[src/rtl/core/dtt_pkg.sv]
// Package for the deadline timer table: widths, codes, slot entry type and
// the sequencer state type. No dependencies.

package dtt_pkg;

	localparam int SLOTS_DEF  = 8;
	localparam int TYPE_COUNT = 4;
	localparam int ID_COUNT   = 8;
	localparam int DL_W       = 32;
	localparam int ID_W       = 4;
	localparam int TY_W       = 4;
	localparam int CNT_W      = 4;
	localparam int ST_W       = 3;

	localparam logic [DL_W-1:0] NO_DEADLINE = 32'hFFFF_FFFF;

	typedef enum logic [1:0] {
		OP_ADD   = 2'd0,
		OP_DEL   = 2'd1,
		OP_SHIFT = 2'd2,
		OP_ALARM = 2'd3
	} opcode_t;

	typedef enum logic [ST_W-1:0] {
		STS_OK       = 3'd0,
		STS_REJECTED = 3'd1,
		STS_NO_TIMER = 3'd2,
		STS_PASSED   = 3'd3,
		STS_BAD_ID   = 3'd4,
		STS_EMPTY    = 3'd5,
		STS_EXPIRED  = 3'd6
	} status_t;

	typedef enum logic [3:0] {
		S_IDLE,
		S_DISPATCH,
		S_INS_SCAN,
		S_INS_WR,
		S_MIN_SCAN,
		S_SELECT,
		S_SHIFT_SCAN,
		S_SHIFT_ARMED,
		S_REARM,
		S_DONE
	} state_t;

	typedef struct packed {
		logic [TY_W-1:0] ty;
		logic [ID_W-1:0] id;
		logic [DL_W-1:0] dl;
	} slot_entry_t;

	function automatic logic type_ok(input logic [TY_W-1:0] t);
		return (t != '0) && ({1'b0, t} < (TY_W+1)'(TYPE_COUNT));
	endfunction

endpackage

[src/rtl/core/dtt_alu.sv]
// Shared 32-bit adder/subtractor of the deadline timer table.
// Depends on dtt_pkg for the deadline width.

module dtt_alu (
	input  logic [dtt_pkg::DL_W-1:0] a,
	input  logic [dtt_pkg::DL_W-1:0] b,
	input  logic                     sub,
	output logic [dtt_pkg::DL_W-1:0] result,
	output logic                     lt
);

	logic [dtt_pkg::DL_W:0] sum;
	logic [dtt_pkg::DL_W-1:0] b_op;

	always_comb begin
		b_op   = sub ? ~b : b;
		sum    = {1'b0, a} + {1'b0, b_op} + (dtt_pkg::DL_W+1)'(sub);
		result = sum[dtt_pkg::DL_W-1:0];
		// Subtraction borrows exactly when a is below b.
		lt     = sub & ~sum[dtt_pkg::DL_W];
	end

endmodule

[src/rtl/core/dtt_slot_file.sv]
// Slot storage of the deadline timer table: one read index, one write port.
// Depends on dtt_pkg for the slot entry type.

module dtt_slot_file #(
	parameter int SLOTS = dtt_pkg::SLOTS_DEF,
	localparam int IW   = (SLOTS > 1) ? $clog2(SLOTS) : 1
) (
	input  logic                 clk,
	input  logic                 arst_n,
	input  logic [IW-1:0]        rd_idx,
	output dtt_pkg::slot_entry_t rd_data,
	input  logic                 wr_en,
	input  logic [IW-1:0]        wr_idx,
	input  dtt_pkg::slot_entry_t wr_data
);

	logic [dtt_pkg::TY_W-1:0] ty_q [SLOTS];
	logic [dtt_pkg::ID_W-1:0] id_q [SLOTS];
	logic [dtt_pkg::DL_W-1:0] dl_q [SLOTS];

	// A zero type marks a free slot, so only the types need a reset.
	always_ff @(posedge clk or negedge arst_n) begin
		if (!arst_n) begin
			for (int i = 0; i < SLOTS; i++) begin
				ty_q[i] <= '0;
			end
		end else if (wr_en) begin
			ty_q[wr_idx] <= wr_data.ty;
		end
	end

	always_ff @(posedge clk) begin
		if (wr_en) begin
			id_q[wr_idx] <= wr_data.id;
			dl_q[wr_idx] <= wr_data.dl;
		end
	end

	always_comb begin
		rd_data.ty = ty_q[rd_idx];
		rd_data.id = id_q[rd_idx];
		rd_data.dl = dl_q[rd_idx];
	end

endmodule

[src/rtl/core/deadline_timer_table_core.sv]
// Top level of the deadline timer table: sequencer, armed timer and result register.
// Depends on dtt_pkg, dtt_alu and dtt_slot_file.
//
//   channel  signals                                                   direction
//   input    in_valid/in_ready: opcode, instance_id, timer_type,      into block
//            deadline, now_seconds, delta, shift_down
//   output   out_valid/out_ready: status, alarm_valid,                 out of block
//            alarm_seconds, current_id
//
// An add scans the slots twice, a delete and a shift once each, and an alarm check
// scans none; the slot scans go through one shared adder.
// One item is in work at a time; in_ready is high only while the sequencer is idle.
// A finished result waits in the output register; a new transfer is taken meanwhile
// and its result stalls in the last step until the register is free.
// Reset clears all slots, the armed timer and the valid count at once.

module deadline_timer_table_core #(
	parameter int SLOTS = dtt_pkg::SLOTS_DEF
) (
	input  logic        clk,
	input  logic        arst_n,
	input  logic        in_valid,
	output logic        in_ready,
	input  logic [1:0]  opcode,
	input  logic [3:0]  instance_id,
	input  logic [3:0]  timer_type,
	input  logic [31:0] deadline,
	input  logic [31:0] now_seconds,
	input  logic [31:0] delta,
	input  logic        shift_down,
	output logic        out_valid,
	input  logic        out_ready,
	output logic [2:0]  status,
	output logic        alarm_valid,
	output logic [31:0] alarm_seconds,
	output logic [3:0]  current_id
);

	localparam int IW = (SLOTS > 1) ? $clog2(SLOTS) : 1;
	localparam int CW = dtt_pkg::CNT_W;

	dtt_pkg::state_t state_q, state_d;

	dtt_pkg::opcode_t             op_q;
	logic [dtt_pkg::ID_W-1:0]     id_q;
	logic [dtt_pkg::TY_W-1:0]     ty_q;
	logic [dtt_pkg::DL_W-1:0]     dl_q;
	logic [dtt_pkg::DL_W-1:0]     now_q;
	logic [dtt_pkg::DL_W-1:0]     delta_q;
	logic                         down_q;

	logic [IW-1:0]                scan_q;
	logic [CW-1:0]                count_q;
	logic [CW-1:0]                valid_count_q;
	logic                         match_found_q, free_found_q, best_found_q;
	logic [IW-1:0]                match_idx_q, free_idx_q, best_idx_q;
	dtt_pkg::slot_entry_t         best_q;
	dtt_pkg::slot_entry_t         armed_q;

	dtt_pkg::status_t             res_status_q;
	logic                         res_alarm_q;
	logic [dtt_pkg::DL_W-1:0]     res_secs_q;

	logic                         out_valid_q;
	dtt_pkg::status_t             out_status_q;
	logic                         out_alarm_q;
	logic [dtt_pkg::DL_W-1:0]     out_secs_q;
	logic [dtt_pkg::ID_W-1:0]     out_id_q;

	dtt_pkg::slot_entry_t         rd_data, wr_data;
	logic                         wr_en;
	logic [IW-1:0]                wr_idx;

	logic [dtt_pkg::DL_W-1:0]     alu_a, alu_b, alu_r;
	logic                         alu_sub, alu_lt;

	logic                         scan_last, rd_ok, kill, eff_valid, future;

	dtt_alu u_alu (
		.a      (alu_a),
		.b      (alu_b),
		.sub    (alu_sub),
		.result (alu_r),
		.lt     (alu_lt)
	);

	dtt_slot_file #(.SLOTS(SLOTS)) u_slots (
		.clk     (clk),
		.arst_n  (arst_n),
		.rd_idx  (scan_q),
		.rd_data (rd_data),
		.wr_en   (wr_en),
		.wr_idx  (wr_idx),
		.wr_data (wr_data)
	);

	assign in_ready      = (state_q == dtt_pkg::S_IDLE);
	assign out_valid     = out_valid_q;
	assign status        = out_status_q;
	assign alarm_valid   = out_alarm_q;
	assign alarm_seconds = out_secs_q;
	assign current_id    = out_id_q;

	always_comb begin
		scan_last = (scan_q == IW'(SLOTS - 1));
		rd_ok     = dtt_pkg::type_ok(rd_data.ty);
		kill      = (op_q == dtt_pkg::OP_DEL) && rd_ok && (rd_data.id == id_q);
		eff_valid = rd_ok && !kill;
		future    = !alu_lt && (alu_r != '0);
	end

	always_ff @(posedge clk or negedge arst_n) begin
		if (!arst_n) begin
			state_q <= dtt_pkg::S_IDLE;
		end else begin
			state_q <= state_d;
		end
	end

	always_comb begin
		state_d = state_q;
		alu_a   = '0;
		alu_b   = '0;
		alu_sub = 1'b0;
		wr_en   = 1'b0;
		wr_idx  = scan_q;
		wr_data = rd_data;
		unique case (state_q)
			dtt_pkg::S_IDLE: begin
				if (in_valid) begin
					state_d = dtt_pkg::S_DISPATCH;
				end
			end
			dtt_pkg::S_DISPATCH: begin
				unique case (op_q)
					dtt_pkg::OP_ADD: begin
						if (valid_count_q >= CW'(SLOTS) || !dtt_pkg::type_ok(ty_q)) begin
							state_d = dtt_pkg::S_DONE;
						end else begin
							state_d = dtt_pkg::S_INS_SCAN;
						end
					end
					dtt_pkg::OP_DEL: begin
						if ({1'b0, id_q} >= (dtt_pkg::ID_W+1)'(dtt_pkg::ID_COUNT) ||
						    valid_count_q == '0) begin
							state_d = dtt_pkg::S_DONE;
						end else begin
							state_d = dtt_pkg::S_MIN_SCAN;
						end
					end
					dtt_pkg::OP_SHIFT: begin
						state_d = (delta_q == '0) ? dtt_pkg::S_DONE : dtt_pkg::S_SHIFT_SCAN;
					end
					dtt_pkg::OP_ALARM: begin
						state_d = dtt_pkg::S_REARM;
					end
					default: begin
						state_d = dtt_pkg::S_DONE;
					end
				endcase
			end
			dtt_pkg::S_INS_SCAN: begin
				if (scan_last) begin
					state_d = dtt_pkg::S_INS_WR;
				end
			end
			dtt_pkg::S_INS_WR: begin
				wr_data = '{ty: ty_q, id: id_q, dl: dl_q};
				if (match_found_q) begin
					wr_en   = 1'b1;
					wr_idx  = match_idx_q;
					state_d = dtt_pkg::S_MIN_SCAN;
				end else if (armed_q.id == id_q) begin
					state_d = dtt_pkg::S_MIN_SCAN;
				end else if (free_found_q) begin
					wr_en   = 1'b1;
					wr_idx  = free_idx_q;
					state_d = dtt_pkg::S_MIN_SCAN;
				end else begin
					state_d = dtt_pkg::S_DONE;
				end
			end
			dtt_pkg::S_MIN_SCAN: begin
				alu_a   = rd_data.dl;
				alu_b   = best_q.dl;
				alu_sub = 1'b1;
				if (kill) begin
					wr_en   = 1'b1;
					wr_data = '{ty: '0, id: rd_data.id, dl: rd_data.dl};
				end
				if (scan_last) begin
					state_d = dtt_pkg::S_SELECT;
				end
			end
			dtt_pkg::S_SELECT: begin
				alu_a   = best_q.dl;
				alu_b   = armed_q.dl;
				alu_sub = 1'b1;
				wr_idx  = best_idx_q;
				state_d = dtt_pkg::S_DONE;
				if (op_q == dtt_pkg::OP_ADD) begin
					if (best_found_q) begin
						state_d = dtt_pkg::S_REARM;
						if (alu_lt) begin
							wr_en   = 1'b1;
							wr_data = armed_q;
						end
					end
				end else if (armed_q.id == id_q && best_found_q) begin
					wr_en   = 1'b1;
					wr_data = '{ty: '0, id: best_q.id, dl: best_q.dl};
					state_d = dtt_pkg::S_REARM;
				end
			end
			dtt_pkg::S_SHIFT_SCAN: begin
				alu_a   = rd_data.dl;
				alu_b   = delta_q;
				alu_sub = down_q;
				if (rd_ok) begin
					wr_en   = 1'b1;
					wr_data = '{ty: rd_data.ty, id: rd_data.id, dl: alu_r};
				end
				if (scan_last) begin
					state_d = dtt_pkg::S_SHIFT_ARMED;
				end
			end
			dtt_pkg::S_SHIFT_ARMED: begin
				alu_a   = armed_q.dl;
				alu_b   = delta_q;
				alu_sub = down_q;
				state_d = dtt_pkg::S_REARM;
			end
			dtt_pkg::S_REARM: begin
				alu_a   = armed_q.dl;
				alu_b   = now_q;
				alu_sub = 1'b1;
				state_d = dtt_pkg::S_DONE;
			end
			dtt_pkg::S_DONE: begin
				if (!out_valid_q || out_ready) begin
					state_d = dtt_pkg::S_IDLE;
				end
			end
			default: begin
				state_d = dtt_pkg::S_IDLE;
			end
		endcase
	end

	always_ff @(posedge clk or negedge arst_n) begin
		if (!arst_n) begin
			armed_q       <= '0;
			valid_count_q <= '0;
			out_valid_q   <= 1'b0;
		end else begin
			if (out_valid_q && out_ready) begin
				out_valid_q <= 1'b0;
			end
			case (state_q)
				dtt_pkg::S_INS_WR: begin
					if (!match_found_q && armed_q.id == id_q) begin
						armed_q.ty <= ty_q;
						armed_q.dl <= dl_q;
					end
				end
				dtt_pkg::S_SELECT: begin
					if (op_q == dtt_pkg::OP_ADD) begin
						valid_count_q <= count_q;
						if (best_found_q && alu_lt) begin
							armed_q <= best_q;
							if (!dtt_pkg::type_ok(armed_q.ty)) begin
								valid_count_q <= count_q - 1'b1;
							end
						end
					end else begin
						valid_count_q <= count_q;
						if (armed_q.id == id_q && best_found_q) begin
							armed_q       <= best_q;
							valid_count_q <= count_q - 1'b1;
						end
					end
				end
				dtt_pkg::S_SHIFT_ARMED: begin
					armed_q.dl <= alu_r;
				end
				dtt_pkg::S_DONE: begin
					if (!out_valid_q || out_ready) begin
						out_valid_q <= 1'b1;
					end
				end
				default: begin
				end
			endcase
		end
	end

	always_ff @(posedge clk) begin
		case (state_q)
			dtt_pkg::S_IDLE: begin
				op_q    <= dtt_pkg::opcode_t'(opcode);
				id_q    <= instance_id;
				ty_q    <= timer_type;
				dl_q    <= deadline;
				now_q   <= now_seconds;
				delta_q <= delta;
				down_q  <= shift_down;
			end
			dtt_pkg::S_DISPATCH: begin
				res_status_q  <= dtt_pkg::STS_OK;
				res_alarm_q   <= 1'b0;
				res_secs_q    <= '0;
				scan_q        <= '0;
				match_found_q <= 1'b0;
				free_found_q  <= 1'b0;
				best_found_q  <= 1'b0;
				best_q.dl     <= dtt_pkg::NO_DEADLINE;
				count_q       <= '0;
				unique case (op_q)
					dtt_pkg::OP_ADD: begin
						if (valid_count_q >= CW'(SLOTS) || !dtt_pkg::type_ok(ty_q)) begin
							res_status_q <= dtt_pkg::STS_REJECTED;
						end
					end
					dtt_pkg::OP_DEL: begin
						if ({1'b0, id_q} >= (dtt_pkg::ID_W+1)'(dtt_pkg::ID_COUNT)) begin
							res_status_q <= dtt_pkg::STS_BAD_ID;
						end else if (valid_count_q == '0) begin
							res_status_q <= dtt_pkg::STS_EMPTY;
						end
					end
					default: begin
					end
				endcase
			end
			dtt_pkg::S_INS_SCAN: begin
				scan_q <= scan_q + 1'b1;
				if (rd_ok && rd_data.id == id_q && !match_found_q) begin
					match_found_q <= 1'b1;
					match_idx_q   <= scan_q;
				end
				if (rd_data.ty == '0 && !free_found_q) begin
					free_found_q <= 1'b1;
					free_idx_q   <= scan_q;
				end
				if (scan_last) begin
					scan_q <= '0;
				end
			end
			dtt_pkg::S_INS_WR: begin
				if (!match_found_q && armed_q.id != id_q && !free_found_q) begin
					res_status_q <= dtt_pkg::STS_REJECTED;
				end
			end
			dtt_pkg::S_MIN_SCAN: begin
				scan_q  <= scan_q + 1'b1;
				count_q <= count_q + CW'(eff_valid);
				if (eff_valid && alu_lt) begin
					best_q       <= rd_data;
					best_idx_q   <= scan_q;
					best_found_q <= 1'b1;
				end
			end
			dtt_pkg::S_SELECT: begin
				if (op_q == dtt_pkg::OP_ADD || armed_q.id == id_q) begin
					if (!best_found_q) begin
						res_status_q <= dtt_pkg::STS_NO_TIMER;
					end
				end
			end
			dtt_pkg::S_SHIFT_SCAN: begin
				scan_q <= scan_q + 1'b1;
			end
			dtt_pkg::S_REARM: begin
				if (future) begin
					res_alarm_q <= 1'b1;
					res_secs_q  <= alu_r;
				end else if (op_q == dtt_pkg::OP_ALARM) begin
					res_status_q <= dtt_pkg::STS_EXPIRED;
				end else begin
					res_status_q <= dtt_pkg::STS_PASSED;
				end
			end
			dtt_pkg::S_DONE: begin
				if (!out_valid_q || out_ready) begin
					out_status_q <= res_status_q;
					out_alarm_q  <= res_alarm_q;
					out_secs_q   <= res_secs_q;
					out_id_q     <= armed_q.id;
				end
			end
			default: begin
			end
		endcase
	end

endmodule

[config.mk]
export PLATFORM = sky130hd
export DESIGN_NAME = deadline_timer_table_core
export DESIGN_NICKNAME = d
export VERILOG_FILES = /design/src/rtl/core/dtt_pkg.sv /design/src/rtl/core/dtt_alu.sv /design/src/rtl/core/dtt_slot_file.sv /design/src/rtl/core/deadline_timer_table_core.sv
export SDC_FILE = /design/constraint.sdc
export NUM_CORES = 1
export LEC_CHECK = 0
export ABC_AREA = 1
export CORE_UTILIZATION = 40
export DETAILED_ROUTE_END_ITERATION = 8
export DONT_BUFFER_PORTS = 1
export GPL_TIMING_DRIVEN = 0
export SETUP_SLACK_MARGIN = 0.4
export SYNTH_ARGS = -nofsm -noshare
export SYNTH_HDL_FRONTEND = slang
export SYNTH_HIERARCHICAL = 1
export SYNTH_SLANG_ARGS = --single-unit
[constraint.sdc]
create_clock -name clk -period 12.95 [get_ports clk]
set_input_delay 1.9425 -clock clk [delete_from_list [all_inputs] [get_ports clk]]
set_output_delay 1.9425 -clock clk [all_outputs]
set_load 0.03 [all_outputs]
Word-level counts from Yosys, hierarchy flattened
Memories as Yosys holds them, arrays and structs flattened. A register that Yosys moved wholly into a read port is not among the register bits.
Index checks and enable logic that the tools add are counted.
W data, S select, Z words.

operators by class
  mux-type cells = 90
  $lt $le $gt $ge = 8
  add/subtract/negate cells = 5
  reductions and logical operators = 62
  divide/modulo/power cells = 0
  equality and inequality tests = 33
  multipliers = 0
  shifts and indexed selects = 0
  bitwise gates (word level) = 5

operators by type and width
  kind                  count
  $mux W40              8
  $pmux W32 S3          2
  $mux W32              5
  $pmux W40 S4          1
  $pmux W32 S2          2
  $pmux W32 S4          1
  $mux W4               20
  $pmux W4 S10          1
  $mux W3               13
  $add A32 B32 Y33      1
  $add A33 B1 Y33       1
  $bwmux W32            1
  $logic_not A32 Y1     1
  $not A32 Y32          1
  $reduce_bool A32 Y1   1
  $ne A2 B2 Y1 const B  15
  $mux W1               21
  $logic_and A1 B1 Y1   18
  $eq A4 B3 Y1 const B  4
  $ge A4 B4 Y1 const B  4
  $pmux W4 S2           2
  $pmux W4 S4           1
  $reduce_and A2 Y1     8
  $reduce_bool A4 Y1    4
  35 further kinds      67

storage, ports and cells
  input port bits = 111
  memories kept = 2
  flip-flop bits (word level) = 323
  word-level logic and storage cells = 244
  latch bits = 0
  bits in writable memories = 288
  bits in read-only memories = 0

memory list
  name          depth  width  rd ports  clocked after memory_dff  wr ports  line                 source
  u_slots.dl_q  8      32     1         1                         1         dtt_slot_file.sv:19  logic [dtt_pkg::DL_W-1:0] dl_q [SLOTS];
  u_slots.id_q  8      4      1         1                         1         dtt_slot_file.sv:18  logic [dtt_pkg::ID_W-1:0] id_q [SLOTS];

Longest topological paths before layout
  depth after elaboration = 15
  gate-level depth with buffers = 32
  mapped depth without buffers = 29

Modules after synthesis
The synthesis kept the hierarchy.

by module, submodules not included
  module                     times used  area each (um2)  cells each  sequential area each (um2)
  deadline_timer_table_core  1           15,309.7         1,667       8,493.1
  dtt_slot_file              1           14,171.1         1,476       9,449.1
  dtt_alu                    1           2,522.4          479         0.0

Least setup slack after synthesis
Ideal clock, no wire load.

  kind = register to output
  start point = register state_q[2]
  end point = output in_ready
  data arrival time = 5.667 ns
  path buffers = 1
  cell stages (with the launch flop) = 5
  slack = 5.341 ns
  cell sequence = dfrtp_1 buf_2 nor3_1 inv_1 nor2_1

on the way
  word-level cells in the longest chain between the ends = 1

RTL lines
  element                   line                              source
  start: declaration        deadline_timer_table_core.sv:42   dtt_pkg::state_t state_q, state_d;
  start signal: assignment  deadline_timer_table_core.sv:114  state_q <= dtt_pkg::S_IDLE;
  start signal: assignment  deadline_timer_table_core.sv:116  state_q <= state_d;
  $logic_not A4 Y1          deadline_timer_table_core.sv:97   assign in_ready = (state_q == dtt_pkg::S_IDLE);
  end: declaration          deadline_timer_table_core.sv:23   output logic in_ready,

No other way between the ends.

Final worst setup path
  start point = register state_q[3]
  end point = memory u_slots/id_q[6][3] (netlist name) (enable)

RTL lines
  element                                                         line                              source
  $eq A4 B3 Y1 or $eq A4 B4 Y1 (tied branches)                    deadline_timer_table_core.sv:128  unique case (state_q)
  $reduce_or A3 Y1 (no line) or $reduce_or A2 Y1 (tied branches)  -
  $pmux W1 S2 *                                                   deadline_timer_table_core.sv:128
  via alu_sub                                                     deadline_timer_table_core.sv:75   logic alu_sub, alu_lt;
  $mux W32                                                        dtt_alu.sv:16                     b_op = sub ? ~b : b;
  $add A32 B32 Y33                                                dtt_alu.sv:17                     sum = {1'b0, a} + {1'b0, b_op} + (dtt_pkg::DL_W+1)'(sub);
  $add A33 B1 Y33                                                 dtt_alu.sv:17
  $not A1 Y1                                                      dtt_alu.sv:20                     lt = sub & ~sum[dtt_pkg::DL_W];
  $and A1 B1 Y1 *                                                 dtt_alu.sv:20
  via alu_lt                                                      deadline_timer_table_core.sv:75
  $mux W1 *                                                       deadline_timer_table_core.sv:204  if (alu_lt) begin
  $mux W1 *                                                       deadline_timer_table_core.sv:202  if (best_found_q) begin
  $mux W1 *                                                       deadline_timer_table_core.sv:201  if (op_q == dtt_pkg::OP_ADD) begin
  $pmux W1 S4 *                                                   deadline_timer_table_core.sv:128
  via wr_en                                                       deadline_timer_table_core.sv:71   logic wr_en;
  $mux W1 *                                                       dtt_slot_file.sv:33               if (wr_en) begin
  $mux W1 (implied by the code) *                                 dtt_slot_file.sv:34               id_q[wr_idx] <= wr_data.id;
  end: declaration                                                dtt_slot_file.sv:18

The timed path passes the listed nets; every way through them passes the cells marked *.

==> run summary <==
Hold path depth: 0
# DRC: 0
Fin cells: 4800
Final ANT Viol Nets: 0
Post-CTS setup repair buffer count: 0
Final Cell Area: 0.0357 mm²
Maximum fanout along the worst path: 36
Resize count post-CTS: 0
Cell at the slowest stage of the critical path: inv_2
Largest net degree at the start of global routing: 82
GRT Total Usage: 25.1%
Fin crit share: 59.0%
Share of layout cells above drive strength 1: 9.09%
Nets: 3850
Setup_tns: 0 ps
FF-to-FF Start: state_q[3]
Status: completed
CP Capture Point: u_slots/id_q[6][3]
Primary FF master, synth: edfxtp_1
DR pass1 iterations: 6
GRT overflow: 0
Hold/Removal Path Class: reg -> reg
Number of global-route vias before repair: 23900
Ranking of synthesized cells by area: edfxtp_1 50%, nand2_1 13%, inv_1 7.3%
Vias per cell: 5.27
Worst-Margin Slew: 1210 ps
Starting DRC count in detailed routing: 2531
Peak supply drop: 202 µV
RSZ-0062 raised after global routing: false
Clock buffer count from CTS: 66
Max Freq: 131 MHz
Synthesized area: 0.0320 mm²
IO Pins: 153
Avg Inst Size Synth: 8.84 µm²
Switching portion of total power: 47.8%
R2r endpoint: u_slots/id_q[6][3]
H-tree levels: 3
Crit path kind: reg -> reg
CTS Hold Buffers Added: 0
Cell Pwr Density: 289 mW/mm²
Wire length per cell: 21.3 µm
Detailed-route via count: 25300
Clk pin slew, worst setup/hold paths: 60 ps
Net Count, Synth: 3770
Starting density of the core: 40.4%
Max cap viols: 0
Most used cell, CP: nand2_1
Root Buffer: clkbuf_16
Final setup viols: 0
Most frequent cells in the layout: 1118 x nand2_1, 619 x inv_1, 530 x edfxtp_1, 277 x nand3_1, 171 x nor2_1
Die area: 0.0811 mm²
Ant. Diodes: 0
Crit. End Element: flip-flop
Leakage Power: 15.9 nW
Yosys top cell by area: edfxtp_1
Compound-gate portion of the synthesized area: 8.41%
CTS tree: done
Yosys reg bits: 611
Worst relative slew slack: 19.0%
CP Data Arrival Time: 7860 ps
Clock sink count: 611
Clock share of power: 18.3%
Clk buf depth: 3
Xor-xnor portion of the synthesized cell area: 1.34%
Largest family of logic cells by synthesized area: simple AND/OR/NAND/NOR gates
Worst skew pair latency: 630 ps
Most common cell after layout, fill and taps aside: nand2_1
Row count: 103
Post-synth EDFFs: 530
Cell variety after synth: 47
Core Region: 0.0791 mm²
Worst EP required: 13170 ps
DIE WIDTH: 285 µm
Asr flop ratio synth: 13.3%
Combinational power share: 48.8%
Area grow syn2layout: 11.6%
Seq pwr share: 32.9%
Seq/Total Area, Yosys: 56.1%
Yosys Warn Count: 6
Largest register FFs: 256
Die H: 285 µm
Biggest register: u_slots/dl_q
Max stage delay on crit path: 810 ps
GPL Wtd Cong: 0.987
Layout Utilization: 45.1%
Post-Synthesis Cells: 3622
Port Buffers: 0
Final hold vios: 0
Multiplexer area fraction after synthesis: 0.125%
Placed Instances: 4684
Pins Over Slew Limit: 0
Post-synth top area share: 49.7%
Sw Pwr: 4.93 mW
Final min period: 7640 ps
Antenna violations before repair: 2
CP startpoint kind: flip-flop
First-pass GRT wire length: 151000 µm
Post-Synth Adder-Cell Area: 1.47%
Setup crit start: state_q[3]
Internal cell power: 5.37 mW
Hold wc startpoint: res_secs_q[31]
Biggest regs: u_slots/dl_q x256, armed_q x40, best_q x40
Routed WL: 102000 µm
HPWL after DPL: 77600 µm
FF-to-FF path depth: 26
Total power: 10.3 mW
Placed inst area: 0.0336 mm²
Reg-to-reg slack, setup: 5310 ps
Simple-Gate Fraction of Synth Area: 22.4%
Clk_skew: 28.9 ps
[Yosys cell counts, drive strengths merged (32+ instances only)]
| master | instances |
|---|---|
| o21ai | 187 |
| inv | 643 |
| xor2 | 45 |
| dfrtp | 81 |
| nor2 | 186 |
| nand3 | 284 |
| buf | 116 |
| edfxtp | 530 |
| o211ai | 38 |
| nand2 | 1163 |
| nand4 | 40 |
| a21oi | 95 |
| clkbuf | 39 |
| o2111ai | 32 |
| ha | 36 |
[power groups by stage]
stage | Combinational (mW) | Clock (mW) | Sequential, mW
after floorplan | 3.09 | 0 | 3.31
after global placement | 4.81 | 0 | 3.49
after detailed placement | 4.93 | 0 | 3.42
after CTS | 4.94 | 1.92 | 3.38
after global routing | 5.44 | 1.98 | 3.42
final | 5.02 | 1.89 | 3.39
[layer usage]
metal / track usage, % / up-vias / wire [µm]
li1: - / 12000 / -
met1: 34.8 / 12000 / 45200
met2: 38.3 / 1095 / 44700
met3: 5.15 / 233 / 8200
met4: 9.78 / 0 / 4290
met5: 0 / - / 0
[worst min-delay path by stage]
stage	endpoint	slack, ps
6_report	alarm_seconds[31]	420
5_1_grt	alarm_seconds[14]	420
4_1_cts	alarm_seconds[8]	420
3_5_place_dp	alarm_seconds[8]	400
3_3_place_gp	alarm_seconds[2]	400
2_1_floorplan	alarm_seconds[0]	400
[metrics by stage]
step | hold WS (ps) | setup slack, ps
after floorplan | 400 | 5340
after global placement | 402 | 3120
after detailed placement | 405 | 5520
after CTS | 419 | 5490
after global routing | 423 | 4950
final | 417 | 5310
[cell type report]
cell class              instances  area [µm²]
well taps                    1050        1310
plain buffers                 155         850
clock buffers                  86        1740
flip-flops and latches        611       17900
repair buffers                 12         253
inverters                     643        2420
fillers                      7699       43400
clock inverters                30         368
multi-input cells            2213       10800
[logic make-up after synthesis]
group,count (synthesis)
xor+xnor,49
simple gates,1696
fa+ha+maj,37
mux,4
buf+inv,798
compound gates,427
flops,611
[worst max-delay path, delay by kind of cell (launching register included)]
kind                       cells  cell delay, ps
AOI/OAI and AO/OA              4            1230
DFF                            1             480
buffers and inverters          7            2020
adders and majority gates      1             370
xor gates and xnor gates       1             120
and+or+nand+nor               13            2950
Power figures use the tool's default switching activity.
